`src/rtl/core/tih_pkg.sv`:
```
// ----------------------------------------------------------------------------
// Turn indicator and hazard controller package
// Shared mode codes, register indexes and the lamp drive bundle.
// ----------------------------------------------------------------------------
package tih_pkg;

    localparam int unsigned MODE_W = 2;
    localparam int unsigned PRESS_W = 16;
    localparam int unsigned BLINK_W = 8;
    localparam int unsigned CFG_INDEX_W = 1;
    localparam int unsigned CFG_DATA_W = 16;

    typedef logic [MODE_W-1:0] mode_t;

    localparam mode_t MODE_OFF = 2'd0;
    localparam mode_t MODE_LEFT = 2'd1;
    localparam mode_t MODE_RIGHT = 2'd2;
    localparam mode_t MODE_HAZARD = 2'd3;

    localparam logic [CFG_INDEX_W-1:0] CFG_PRESS_TICKS = 1'b0;
    localparam logic [CFG_INDEX_W-1:0] CFG_BLINK_TICKS = 1'b1;

    // Lamp drive levels as seen on the result word.
    typedef struct packed {
        logic left_drive;
        logic right_drive;
    } lamp_drive_t;

endpackage

```
`src/rtl/core/tih_button_timer.sv`:
```
// ----------------------------------------------------------------------------
// Button press timer
// Times one button from its rising edge and flags a qualifying release.
// ----------------------------------------------------------------------------
module tih_button_timer
    import tih_pkg::*;
#(
    parameter int unsigned HOLD_COUNT_WIDTH = 16
)
(
    input  logic               clk,
    input  logic               rst_n,
    input  logic               step,
    input  logic               level,
    input  logic [PRESS_W-1:0] press_ticks,
    output logic               fired
);

    localparam int unsigned CMP_W = (HOLD_COUNT_WIDTH > PRESS_W) ? HOLD_COUNT_WIDTH : PRESS_W;
    localparam logic [HOLD_COUNT_WIDTH-1:0] HOLD_MAX = '1;

    logic                        prev_reg;
    logic                        prev_next;
    logic [HOLD_COUNT_WIDTH-1:0] count_reg;
    logic [HOLD_COUNT_WIDTH-1:0] count_next;
    logic [HOLD_COUNT_WIDTH-1:0] count_inc;

    // Saturating increment of the hold count.
    assign count_inc = (count_reg == HOLD_MAX) ? HOLD_MAX : count_reg + 1'b1;

    always_comb
    begin
        prev_next = level;
        count_next = count_reg;
        fired = 1'b0;
        if (level && !prev_reg)
        begin
            count_next = '0;
        end
        else if (prev_reg)
        begin
            count_next = count_inc;
            fired = !level && (CMP_W'(count_inc) >= CMP_W'(press_ticks));
        end
    end

    always_ff @(posedge clk or negedge rst_n)
    begin
        if (!rst_n)
        begin
            prev_reg <= 1'b0;
            count_reg <= '0;
        end
        else if (step)
        begin
            prev_reg <= prev_next;
            count_reg <= count_next;
        end
    end

endmodule

```
`src/rtl/core/tih_hazard_timer.sv`:
```
// ----------------------------------------------------------------------------
// Hazard hold timer
// Times how long both buttons are held together and flags hazard entry.
// ----------------------------------------------------------------------------
module tih_hazard_timer
    import tih_pkg::*;
#(
    parameter int unsigned HOLD_COUNT_WIDTH = 16
)
(
    input  logic               clk,
    input  logic               rst_n,
    input  logic               step,
    input  logic               both_held,
    input  logic [PRESS_W-1:0] press_ticks,
    output logic               hit
);

    localparam int unsigned CMP_W = (HOLD_COUNT_WIDTH > PRESS_W) ? HOLD_COUNT_WIDTH : PRESS_W;
    localparam logic [HOLD_COUNT_WIDTH-1:0] HOLD_MAX = '1;

    logic                        armed_reg;
    logic                        armed_next;
    logic [HOLD_COUNT_WIDTH-1:0] count_reg;
    logic [HOLD_COUNT_WIDTH-1:0] count_next;
    logic [HOLD_COUNT_WIDTH-1:0] count_inc;

    assign count_inc = (count_reg == HOLD_MAX) ? HOLD_MAX : count_reg + 1'b1;

    // The first tick of a joint hold arms the timer; any tick without both
    // buttons held disarms it again.
    always_comb
    begin
        armed_next = both_held;
        count_next = '0;
        hit = 1'b0;
        if (both_held && armed_reg)
        begin
            count_next = count_inc;
            hit = CMP_W'(count_inc) >= CMP_W'(press_ticks);
        end
    end

    always_ff @(posedge clk or negedge rst_n)
    begin
        if (!rst_n)
        begin
            armed_reg <= 1'b0;
            count_reg <= '0;
        end
        else if (step)
        begin
            armed_reg <= armed_next;
            count_reg <= count_next;
        end
    end

endmodule

```
`src/rtl/core/tih_lamp_sequencer.sv`:
```
// ----------------------------------------------------------------------------
// Lamp sequencer
// Counts blink intervals and toggles the lamp levels for the current mode.
// ----------------------------------------------------------------------------
module tih_lamp_sequencer
    import tih_pkg::*;
(
    input  logic               clk,
    input  logic               rst_n,
    input  logic               step,
    input  mode_t              mode,
    input  logic [BLINK_W-1:0] blink_ticks,
    output lamp_drive_t        drive_next
);

    logic [BLINK_W-1:0] blink_count_reg;
    logic [BLINK_W-1:0] blink_count_next;
    logic [BLINK_W-1:0] blink_count_inc;
    logic               left_level_reg;
    logic               left_level_next;
    logic               right_level_reg;
    logic               right_level_next;
    lamp_drive_t        drive_reg;

    assign blink_count_inc = blink_count_reg + 1'b1;

    always_comb
    begin
        blink_count_next = blink_count_inc;
        left_level_next = left_level_reg;
        right_level_next = right_level_reg;
        drive_next = drive_reg;
        if (blink_count_inc >= blink_ticks)
        begin
            blink_count_next = '0;
            unique case (mode)
                MODE_LEFT:
                begin
                    left_level_next = !left_level_reg;
                    drive_next.left_drive = !left_level_reg;
                    drive_next.right_drive = 1'b0;
                end
                MODE_RIGHT:
                begin
                    right_level_next = !right_level_reg;
                    drive_next.left_drive = 1'b0;
                    drive_next.right_drive = !right_level_reg;
                end
                MODE_HAZARD:
                begin
                    left_level_next = !left_level_reg;
                    right_level_next = !left_level_reg;
                    drive_next.left_drive = !left_level_reg;
                    drive_next.right_drive = !left_level_reg;
                end
                default:
                begin
                    left_level_next = 1'b0;
                    right_level_next = 1'b0;
                    drive_next = '0;
                end
            endcase
        end
    end

    always_ff @(posedge clk or negedge rst_n)
    begin
        if (!rst_n)
        begin
            blink_count_reg <= '0;
            left_level_reg <= 1'b0;
            right_level_reg <= 1'b0;
            drive_reg <= '0;
        end
        else if (step)
        begin
            blink_count_reg <= blink_count_next;
            left_level_reg <= left_level_next;
            right_level_reg <= right_level_next;
            drive_reg <= drive_next;
        end
    end

endmodule

```
`src/rtl/core/turn_indicator_hazard_controller_core.sv`:
```
// Path: a tick word accepted into the input register moves on to the result register
// once that register is free, and its result word is offered from there.
// Throughput: one tick word per cycle unless the result stream stalls; the per-tick
// update is one short pass of logic between the input register and the result register.
// Reset: rst_n clears mode, timers, lamp state and both valid flags at once;
// the registers return to press_ticks = 10 and blink_ticks = 3.
// ----------------------------------------------------------------------------
// Turn indicator and hazard controller core
// Times the left and right buttons per scheduler tick, selects the indicator
// mode and produces the blinking lamp drives.
// ----------------------------------------------------------------------------
module turn_indicator_hazard_controller_core
    import tih_pkg::*;
#(
    parameter int unsigned HOLD_COUNT_WIDTH = 16
)
(
    input  logic                   clk,
    input  logic                   rst_n,
    // Tick input stream.
    input  logic                   s_tvalid,
    output logic                   s_tready,
    input  logic [7:0]             s_tdata,   // [0] left_pressed, [1] right_pressed, [7:2] zero
    // Result stream.
    output logic                   m_tvalid,
    input  logic                   m_tready,
    output logic [7:0]             m_tdata,   // [1:0] indicator_mode, [2] left_lamp,
                                              // [3] right_lamp, [7:4] zero
    // Register write channel.
    input  logic                   cfg_valid,
    output logic                   cfg_ready,
    input  logic [CFG_INDEX_W-1:0] cfg_index,
    input  logic [CFG_DATA_W-1:0]  cfg_data
);

    // Register file. Writes are always taken: the user must make them happen only while idle.
    logic [PRESS_W-1:0] press_ticks_reg;
    logic [BLINK_W-1:0] blink_ticks_reg;

    assign cfg_ready = 1'b1;

    always_ff @(posedge clk or negedge rst_n)
    begin
        if (!rst_n)
        begin
            press_ticks_reg <= PRESS_W'(10);
            blink_ticks_reg <= BLINK_W'(3);
        end
        else if (cfg_valid)
        begin
            unique case (cfg_index)
                CFG_PRESS_TICKS: press_ticks_reg <= cfg_data;
                CFG_BLINK_TICKS: blink_ticks_reg <= cfg_data[BLINK_W-1:0];
                default:         ;
            endcase
        end
    end

    // Pipeline control. The result register frees up when its word is taken,
    // so the input register can advance in the same cycle; the input side is
    // ready whenever its register is empty or advancing.
    logic  in_valid_reg;
    logic  left_reg;
    logic  right_reg;
    logic  out_valid_reg;
    logic  out_free;
    logic  advance;

    assign out_free = !out_valid_reg || m_tready;
    assign advance = in_valid_reg && out_free;
    assign s_tready = !in_valid_reg || out_free;

    always_ff @(posedge clk or negedge rst_n)
    begin
        if (!rst_n)
        begin
            in_valid_reg <= 1'b0;
        end
        else if (s_tready)
        begin
            in_valid_reg <= s_tvalid;
        end
    end

    always_ff @(posedge clk)
    begin
        if (s_tready && s_tvalid)
        begin
            left_reg <= s_tdata[0];
            right_reg <= s_tdata[1];
        end
    end

    // Per-tick update. The state registers in the submodules move only when
    // a tick leaves the input register for the result register.
    logic        left_fired;
    logic        right_fired;
    logic        hazard_hit;
    mode_t       mode_reg;
    mode_t       mode_after_left;
    mode_t       mode_after_right;
    mode_t       mode_next;
    lamp_drive_t drive_next;

    tih_button_timer #(
        .HOLD_COUNT_WIDTH (HOLD_COUNT_WIDTH)
    ) u_left_timer (
        .clk         (clk),
        .rst_n       (rst_n),
        .step        (advance),
        .level       (left_reg),
        .press_ticks (press_ticks_reg),
        .fired       (left_fired)
    );

    tih_button_timer #(
        .HOLD_COUNT_WIDTH (HOLD_COUNT_WIDTH)
    ) u_right_timer (
        .clk         (clk),
        .rst_n       (rst_n),
        .step        (advance),
        .level       (right_reg),
        .press_ticks (press_ticks_reg),
        .fired       (right_fired)
    );

    tih_hazard_timer #(
        .HOLD_COUNT_WIDTH (HOLD_COUNT_WIDTH)
    ) u_hazard_timer (
        .clk         (clk),
        .rst_n       (rst_n),
        .step        (advance),
        .both_held   (left_reg && right_reg),
        .press_ticks (press_ticks_reg),
        .hit         (hazard_hit)
    );

    // The left press is applied first, then the right press, then the hazard
    // hold. A lone press from hazard returns to off.
    always_comb
    begin
        mode_after_left = mode_reg;
        if (left_fired)
        begin
            mode_after_left = (mode_reg == MODE_OFF || mode_reg == MODE_RIGHT) ?
                              MODE_LEFT : MODE_OFF;
        end
        mode_after_right = mode_after_left;
        if (right_fired)
        begin
            mode_after_right = (mode_after_left == MODE_OFF ||
                                mode_after_left == MODE_LEFT) ? MODE_RIGHT : MODE_OFF;
        end
        mode_next = hazard_hit ? MODE_HAZARD : mode_after_right;
    end

    tih_lamp_sequencer u_lamps (
        .clk         (clk),
        .rst_n       (rst_n),
        .step        (advance),
        .mode        (mode_next),
        .blink_ticks (blink_ticks_reg),
        .drive_next  (drive_next)
    );

    always_ff @(posedge clk or negedge rst_n)
    begin
        if (!rst_n)
        begin
            mode_reg <= MODE_OFF;
        end
        else if (advance)
        begin
            mode_reg <= mode_next;
        end
    end

    // Result register.
    mode_t       out_mode_reg;
    lamp_drive_t out_drive_reg;

    always_ff @(posedge clk or negedge rst_n)
    begin
        if (!rst_n)
        begin
            out_valid_reg <= 1'b0;
        end
        else if (out_free)
        begin
            out_valid_reg <= in_valid_reg;
        end
    end

    always_ff @(posedge clk)
    begin
        if (advance)
        begin
            out_mode_reg <= mode_next;
            out_drive_reg <= drive_next;
        end
    end

    assign m_tvalid = out_valid_reg;
    assign m_tdata = {4'b0000, out_drive_reg.right_drive, out_drive_reg.left_drive,
                      out_mode_reg};

endmodule

```
`config.mk`:
```
export PLATFORM = sky130hd
export DESIGN_NAME = turn_indicator_hazard_controller_core
export DESIGN_NICKNAME = d
export VERILOG_FILES = /design/src/rtl/core/tih_pkg.sv /design/src/rtl/core/tih_button_timer.sv /design/src/rtl/core/tih_hazard_timer.sv /design/src/rtl/core/tih_lamp_sequencer.sv /design/src/rtl/core/turn_indicator_hazard_controller_core.sv
export SDC_FILE = /design/constraint.sdc
export NUM_CORES = 1
export LEC_CHECK = 0
export ABC_CLOCK_PERIOD_IN_PS = 3400
export BUFFER_PORTS_ARGS = -buffer_cell sky130_fd_sc_hd__clkbuf_2
export CORE_UTILIZATION = 52
export DETAILED_ROUTE_END_ITERATION = 7
export HOLD_SLACK_MARGIN = 0.15
export PLACE_DENSITY = 0.72
export SYNTH_ARGS = -nofsm -noshare
export SYNTH_HDL_FRONTEND = slang
export SYNTH_HIERARCHICAL = 1
export SYNTH_SLANG_ARGS = --single-unit
```
`constraint.sdc`:
```
create_clock -name clk -period 3.4 [get_ports clk]
set_input_delay 0.68 -clock clk [delete_from_list [all_inputs] [get_ports clk]]
set_output_delay 0.68 -clock clk [all_outputs]
set_load 0.05 [all_outputs]
```
# Yosys cells after proc, flatten, opt, wreduce, memory -nomap -nowiden
# Cells that the tools add are included.
[word_totals] out_inout_bits=11 ff_bits=97 word_cells=94 in_bits=30
[classes] n_mux=23 n_reduce_logical=31 eq_ne=8 n_bitwise=3 n_lt_le_gt_ge=4 add_sub_neg=4
[op_table] operator="16-bit two-way mux" count=8
[op_table] operator="16-bit by 1-bit adder with 16-bit output (second input constant)" count=3
[op_table] operator="16-bit equality test (second input constant)" count=3
[op_table] operator="16-bit >= comparator" count=3
[op_table] operator="2-bit two-way mux" count=5
[op_table] operator="8-bit by 1-bit adder with 8-bit output (second input constant)" count=1
[op_table] operator="8-bit >= comparator" count=1
[op_table] operator="1-bit logical AND" count=8
[op_table] operator="1-bit logical NOT" count=8
[op_table] operator="8-bit two-way mux" count=1
[op_table] operator="2-bit AND reduction" count=4
[op_table] operator="2-bit equality test (second input constant)" count=3
[op_table] operator="1-bit two-way mux" count=6
[op_table] operator="2-bit case mux with 3 select lines" count=1
[op_table] operator="3-bit AND reduction" count=2
[op_table] operator="2-bit by 1-bit equality test with 1-bit output (second input constant)" count=2
[op_table] operator="2-bit logical NOT" count=2
[op_table] operator="1-bit logical OR" count=4
[op_table] operator="2-bit nonzero test" count=2
[op_table] operator="1-bit NOT" count=3
[op_table] operator="1-bit case mux with 3 select lines" count=1
[op_table] operator="1-bit case mux with 2 select lines" count=1
[op_table] operator="2-bit OR reduction" count=1

# Depth between registers and ports, before layout
[logic_depth] depth_word=15 depth_mapped=20 mapped_depth_nobuf=18

# Hierarchy
# Netlist, hierarchy kept.
[by_module_without_submodules] module="tih_button_timer" seq_area_each_um2=425.4 area_each_um2=1631.6 instances=2 cells_each=208
[by_module_without_submodules] module="tih_hazard_timer" seq_area_each_um2=425.4 area_each_um2=1572.8 instances=1 cells_each=206
[by_module_without_submodules] module="turn_indicator_hazard_controller_core" seq_area_each_um2=885.8 area_each_um2=1430.1 instances=1 cells_each=94
[by_module_without_submodules] module="tih_lamp_sequencer" seq_area_each_um2=300.3 area_each_um2=907.1 instances=1 cells_each=101

# Worst setup path before layout
# OpenSTA, ideal clock, no wires.
[synth_timing] kind="reg-to-reg" start="reg u_hazard_timer.count_reg[0]" end="reg out_drive_reg (netlist bit m_tdata[3]), data pin" stages_incl_launch_ff=19 t_arrival_ns=3.247 setup_ns=0.265 period_less_slack_ns=3.512 n_path_buf=2 t_required_ns=3.135 path_slack_ns=-0.112 path_cell_list="dfrtp_1 > ha_1 > and3_1 > buf_4 > nand4_4 > nor2_1 > buf_2 > nor2_1 > ha_1 > nand2b_1 > a2111oi_0 > a2111oi_0 > nor4_1 > nor2_1 > o21bai_1 > inv_1 > nor2_1 > o21ai_0 > o21ai_0"
[synth_rtl] item="from (decl)" line="tih_hazard_timer.sv:24" text="logic [HOLD_COUNT_WIDTH-1:0] count_reg;"
[synth_rtl] item="from (signal assigned)" line="tih_hazard_timer.sv:54" text="count_reg <= count_next;"
[synth_rtl] item="to (signal assigned)" line="turn_indicator_hazard_controller_core.sv:199" text="out_drive_reg <= drive_next;"
[synth_rtl] item="to (decl)" line="turn_indicator_hazard_controller_core.sv:180" text="lamp_drive_t out_drive_reg;"

# Worst setup path after layout
[layout_timing] start="reg u_left_timer.count_reg[0]" end="reg u_lamps.left_level_reg"
[layout_via] elab_chain_len=15 word_cells_on_any_way=21 classes_between="1 x add/sub; 1 x order compare; 5 x eq/ne; 8 x mux; 1 x bitwise; 5 x reduce/logical"
[layout_lines] item="from (decl)" line="tih_button_timer.sv:24" text="logic [HOLD_COUNT_WIDTH-1:0] count_reg;"
[layout_lines] item="from (signal assigned)" line="tih_button_timer.sv:57" text="count_reg <= count_next;"
[layout_lines] item="16-bit by 1-bit adder with 16-bit output or 16-bit equality test (tied branches)" line="tih_button_timer.sv:29" text="assign count_inc = (count_reg == HOLD_MAX) ? HOLD_MAX : count_reg + 1'b1;"
[layout_lines] item="16-bit two-way mux (*)" line="tih_button_timer.sv:29"
[layout_lines] item="16-bit >= comparator (*)" line="tih_button_timer.sv:43" text="fired = !level && (CMP_W'(count_inc) >= CMP_W'(press_ticks));"
[layout_lines] item="1-bit logical AND (*)" line="tih_button_timer.sv:43"
[layout_lines] item="1-bit two-way mux (*)" line="tih_button_timer.sv:40" text="else if (prev_reg)"
[layout_lines] item="1-bit two-way mux (*)" line="tih_button_timer.sv:36" text="if (level && !prev_reg)"
[layout_lines] item="via left_fired" line="turn_indicator_hazard_controller_core.sv:96" text="logic left_fired;"
[layout_lines] item="2-bit two-way mux (*)" line="turn_indicator_hazard_controller_core.sv:143" text="if (left_fired)"
[layout_lines] item="2-bit by 1-bit equality test with 1-bit output or 2-bit logical NOT (tied branches)" line="turn_indicator_hazard_controller_core.sv:152, turn_indicator_hazard_controller_core.sv:151"
[layout_lines] item="1-bit logical OR" line="turn_indicator_hazard_controller_core.sv:151" text="mode_after_right = (mode_after_left == MODE_OFF ||"
[layout_lines] item="2-bit two-way mux" line="turn_indicator_hazard_controller_core.sv:152" text="mode_after_left == MODE_LEFT) ? MODE_RIGHT : MODE_OFF;"
[layout_lines] item="2-bit two-way mux (*)" line="turn_indicator_hazard_controller_core.sv:149" text="if (right_fired)"
[layout_lines] item="2-bit two-way mux (*)" line="turn_indicator_hazard_controller_core.sv:154" text="mode_next = hazard_hit ? MODE_HAZARD : mode_after_right;"
[layout_lines] item="via mode_next[1]" line="turn_indicator_hazard_controller_core.sv:102" text="mode_t mode_next;"
[layout_lines] item="2-bit by 1-bit equality test with 1-bit output or 2-bit equality test (tied branches)" line="tih_lamp_sequencer.sv:36" text="unique case (mode)"
[layout_lines] item="2-bit OR reduction (no source line) or 1-bit NOT (tied branches)"
[layout_lines] item="1-bit case mux with 2 select lines or 3-bit AND reduction (tied branches)"
[layout_lines] item="to (signal assigned)" line="tih_lamp_sequencer.sv:78" text="left_level_reg <= left_level_next;"
[layout_lines] item="to (decl)" line="tih_lamp_sequencer.sv:19" text="logic left_level_reg;"
# Mark *: on every way through the listed nets, which the timed path passes. The rest lies on a longest branch.
# A chain may end at the register's enable or synchronous reset.

==> flow_summary.toml <==
[outcome]
status = "finished, violations left"
violations = "setup timing"

[power_and_ir_drop]
p_int_uw = 2320
p_per_area_nw_per_um2 = 410
power_switching_uw = 1230
power_uw = 3540
leakagePower_uw = 0.00425
combinationalPowerShare = 0.307
irDropWorstVdd_mv = 0.320
p_clk_frac = 0.281
swShare = 0.346
power_frac_seq = 0.412

[logic_synthesis]
yosys.cell_types.count = 68
synth_area_per_cell_um2 = 8.78
ys_seq_area_frac = 0.343
ys_ff_latch = 97
synth_edf_count = 6
synth-async-reset-ratio = 0.938
ys.flop_type = "dfrtp_1"
synth_warnings = 6
synthCells = 817
syn_area_um2 = 7170

[timing]
tightest_slew_ps = 1040
fmax_mhz = 292
fin_crit_ps = 3420
final-setup-viol-count = 3
timing.hold.ws_ps = 365
finalClockSkew_ps = 6.62
relSlewSlack = 0.305
slew_viol_final = 0
hold_viol = 0
rsz0062_at_grt = "yes"
setup_slack_ps = -22.7
period_share = 1.01

[setup_path]
r2r_setup_slack_ps = -20
startpoint_type = "register"
worstSetupPathType = "register to register"
end_kind = "register"
path_max_fanout = 5
timing.rr.start = "u_left_timer/count_reg[0]"
critPathLaunch = "u_left_timer/count_reg[0]"
required_ps = 3650
arrival_ps = 3670

[place]
io_buffers = 29
dp_cells = 1072
routabilityCongestion = 0.874
hpwl_um = 12700
dp_slack_ps = -252

[clocking]
htree_num_levels = 3
clock_latency_ps = 360
cts_buffers = 9
cts.sinks = 97
clk_pin_slew_ps = 70
tritoncts = "yes"
clockBufferDepth = 2
clockRootBuffer = "clkbuf_16"

[die]
io_pins = 41
initial_utilization = 0.537
die_area_um2 = 14300
die_x_um = 119
num_rows = 42
die_height_um = 119
core_area_um2 = 13300

[grt]
antenna_found_initial = 0
grt-ovfl-total = 0
track_usage = 0.261
grt_max_degree = 92
grt_pass1_wl_um = 29600
grt_pass1_vias = 6241

[route]
dr_total_vias = 6379
drt_pass1_iterations = 6
drc = 0
wire_per_inst_um = 16.7
antenna_left = 0
via_per_inst = 5.81
dr.first_iter.drc_count = 532
routed_wl_um = 18300

[layout]
syn2layout_area_growth_pct = 20.5
layout-drive-gt1-share = 0.284
fin_nets = 1006
final_cells = 1097
diodes = 0

[flow_run]
cap_violations = 0

[worst_hold_path]
hp-class = "primary input to async pin"
-- final timing paths --
| path | depth (start not counted) | endpoint |
|---|---|---|
| setup / recovery | 17 | u_lamps/left_level_reg |
| hold / removal | 2 | u_hazard_timer/count_reg[11] |
| setup reg to reg | 17 | u_lamps/left_level_reg |
| hold reg to reg | 1 | u_hazard_timer/armed_reg |
| max in group asynchronous | 2 | blink_ticks_reg[0] |
| min in group clk | 1 | right_reg |
-- through the flow --
step | util | area (µm²) | setup TNS [ps]
after floorplan | - | 7190 | 0
after global placement | 0.597 | 7970 | -378
after detailed placement | 0.597 | 7970 | -864
after CTS | 0.624 | 8330 | 0
after global routing | 0.648 | 8640 | -777
final | 0.648 | 8640 | -44.4
-- placed cells by master (no fill, tap or decap), types with 24 or more instances in the layout --
master    Yosys  final
dfrtp_1      87     87
a21oi_1      51     48
o21ai_0      57     50
inv_1        77     76
ha_1         60     51
nand2_1      99     94
buf_4        17     99
clkbuf_2      0     28
nand3_1      28     24
nor2_1       43     39
-- cells in the mapped netlist, types with 17 or more instances --
master | count | area share
xnor2_1 | 22 | 0.027
mux2_2 | 19 | 0.030
nand2_1 | 99 | 0.052
a21oi_1 | 51 | 0.036
o21ai_0 | 57 | 0.040
buf_4 | 17 | 0.018
inv_1 | 77 | 0.040
clkbuf_1 | 17 | 0.0089
nand3_1 | 28 | 0.020
nor2_1 | 43 | 0.023
dfrtp_1 | 87 | 0.30
ha_1 | 60 | 0.10
-- layer usage --
layer	track usage	routed length [µm]	up-vias
met3	0.0369	892	43
met5	0	0	-
met1	0.337	8050	3098
li1	-	-	3040
met2	0.441	8940	198
met4	0.103	441	0
-- cell type report --
type,instances,area (µm²)
clock buffers,10,229
clock inverters,6,50.0
fillers,1059,4700
inverters,77,289
multi-input cells,597,4420
flip-flops and latches,97,2460
well taps,176,220
repair buffers,134,971
-- critical path, stage by stage (launching register included) --
cell      delay [ps]
dfrtp_1          420
ha_2             200
and4_4           240
nand3_4           70
or2_4            270
buf_6            130
nand2_4           60
ha_4             200
a22o_1           220
nor4_2           290
o21ai_1          100
a31o_2           260
nor2b_4          160
xnor2_2          150
nand2b_4         100
a21boi_2         140
o21ai_1           90
a32o_2           220
-- logic make-up after synthesis --
| group | after synthesis | synth area share |
|---|---|---|
| and+or+nand+nor | 267 | 0.196 |
| AOI/OAI and AO/OA | 196 | 0.167 |
| buffers and inverters | 126 | 0.0869 |
| DFF | 97 | 0.343 |
| adders and majority gates | 60 | 0.105 |
| xor gates and xnor gates | 36 | 0.0440 |
| muxes | 33 | 0.0572 |
| other | 2 | 0.00105 |
-- what timing repair did --
action                                  in CTS  in global routing
gates resized for setup                     26                 50
hold buffers                                 0                  0
endpoints found under the setup margin       7                  9
pin swaps                                   10                 31
buffers inserted                             0                  9
-- power by group through the flow --
stage | registers, µW | clock network [µW] | logic [µW]
floorplan | 1450 | 0 | 689
global placement | 1470 | 0 | 914
detailed placement | 1470 | 0 | 965
CTS | 1450 | 1020 | 995
global route | 1480 | 1050 | 1210
finish | 1460 | 996 | 1090
(Power assumes the default switching activity.)
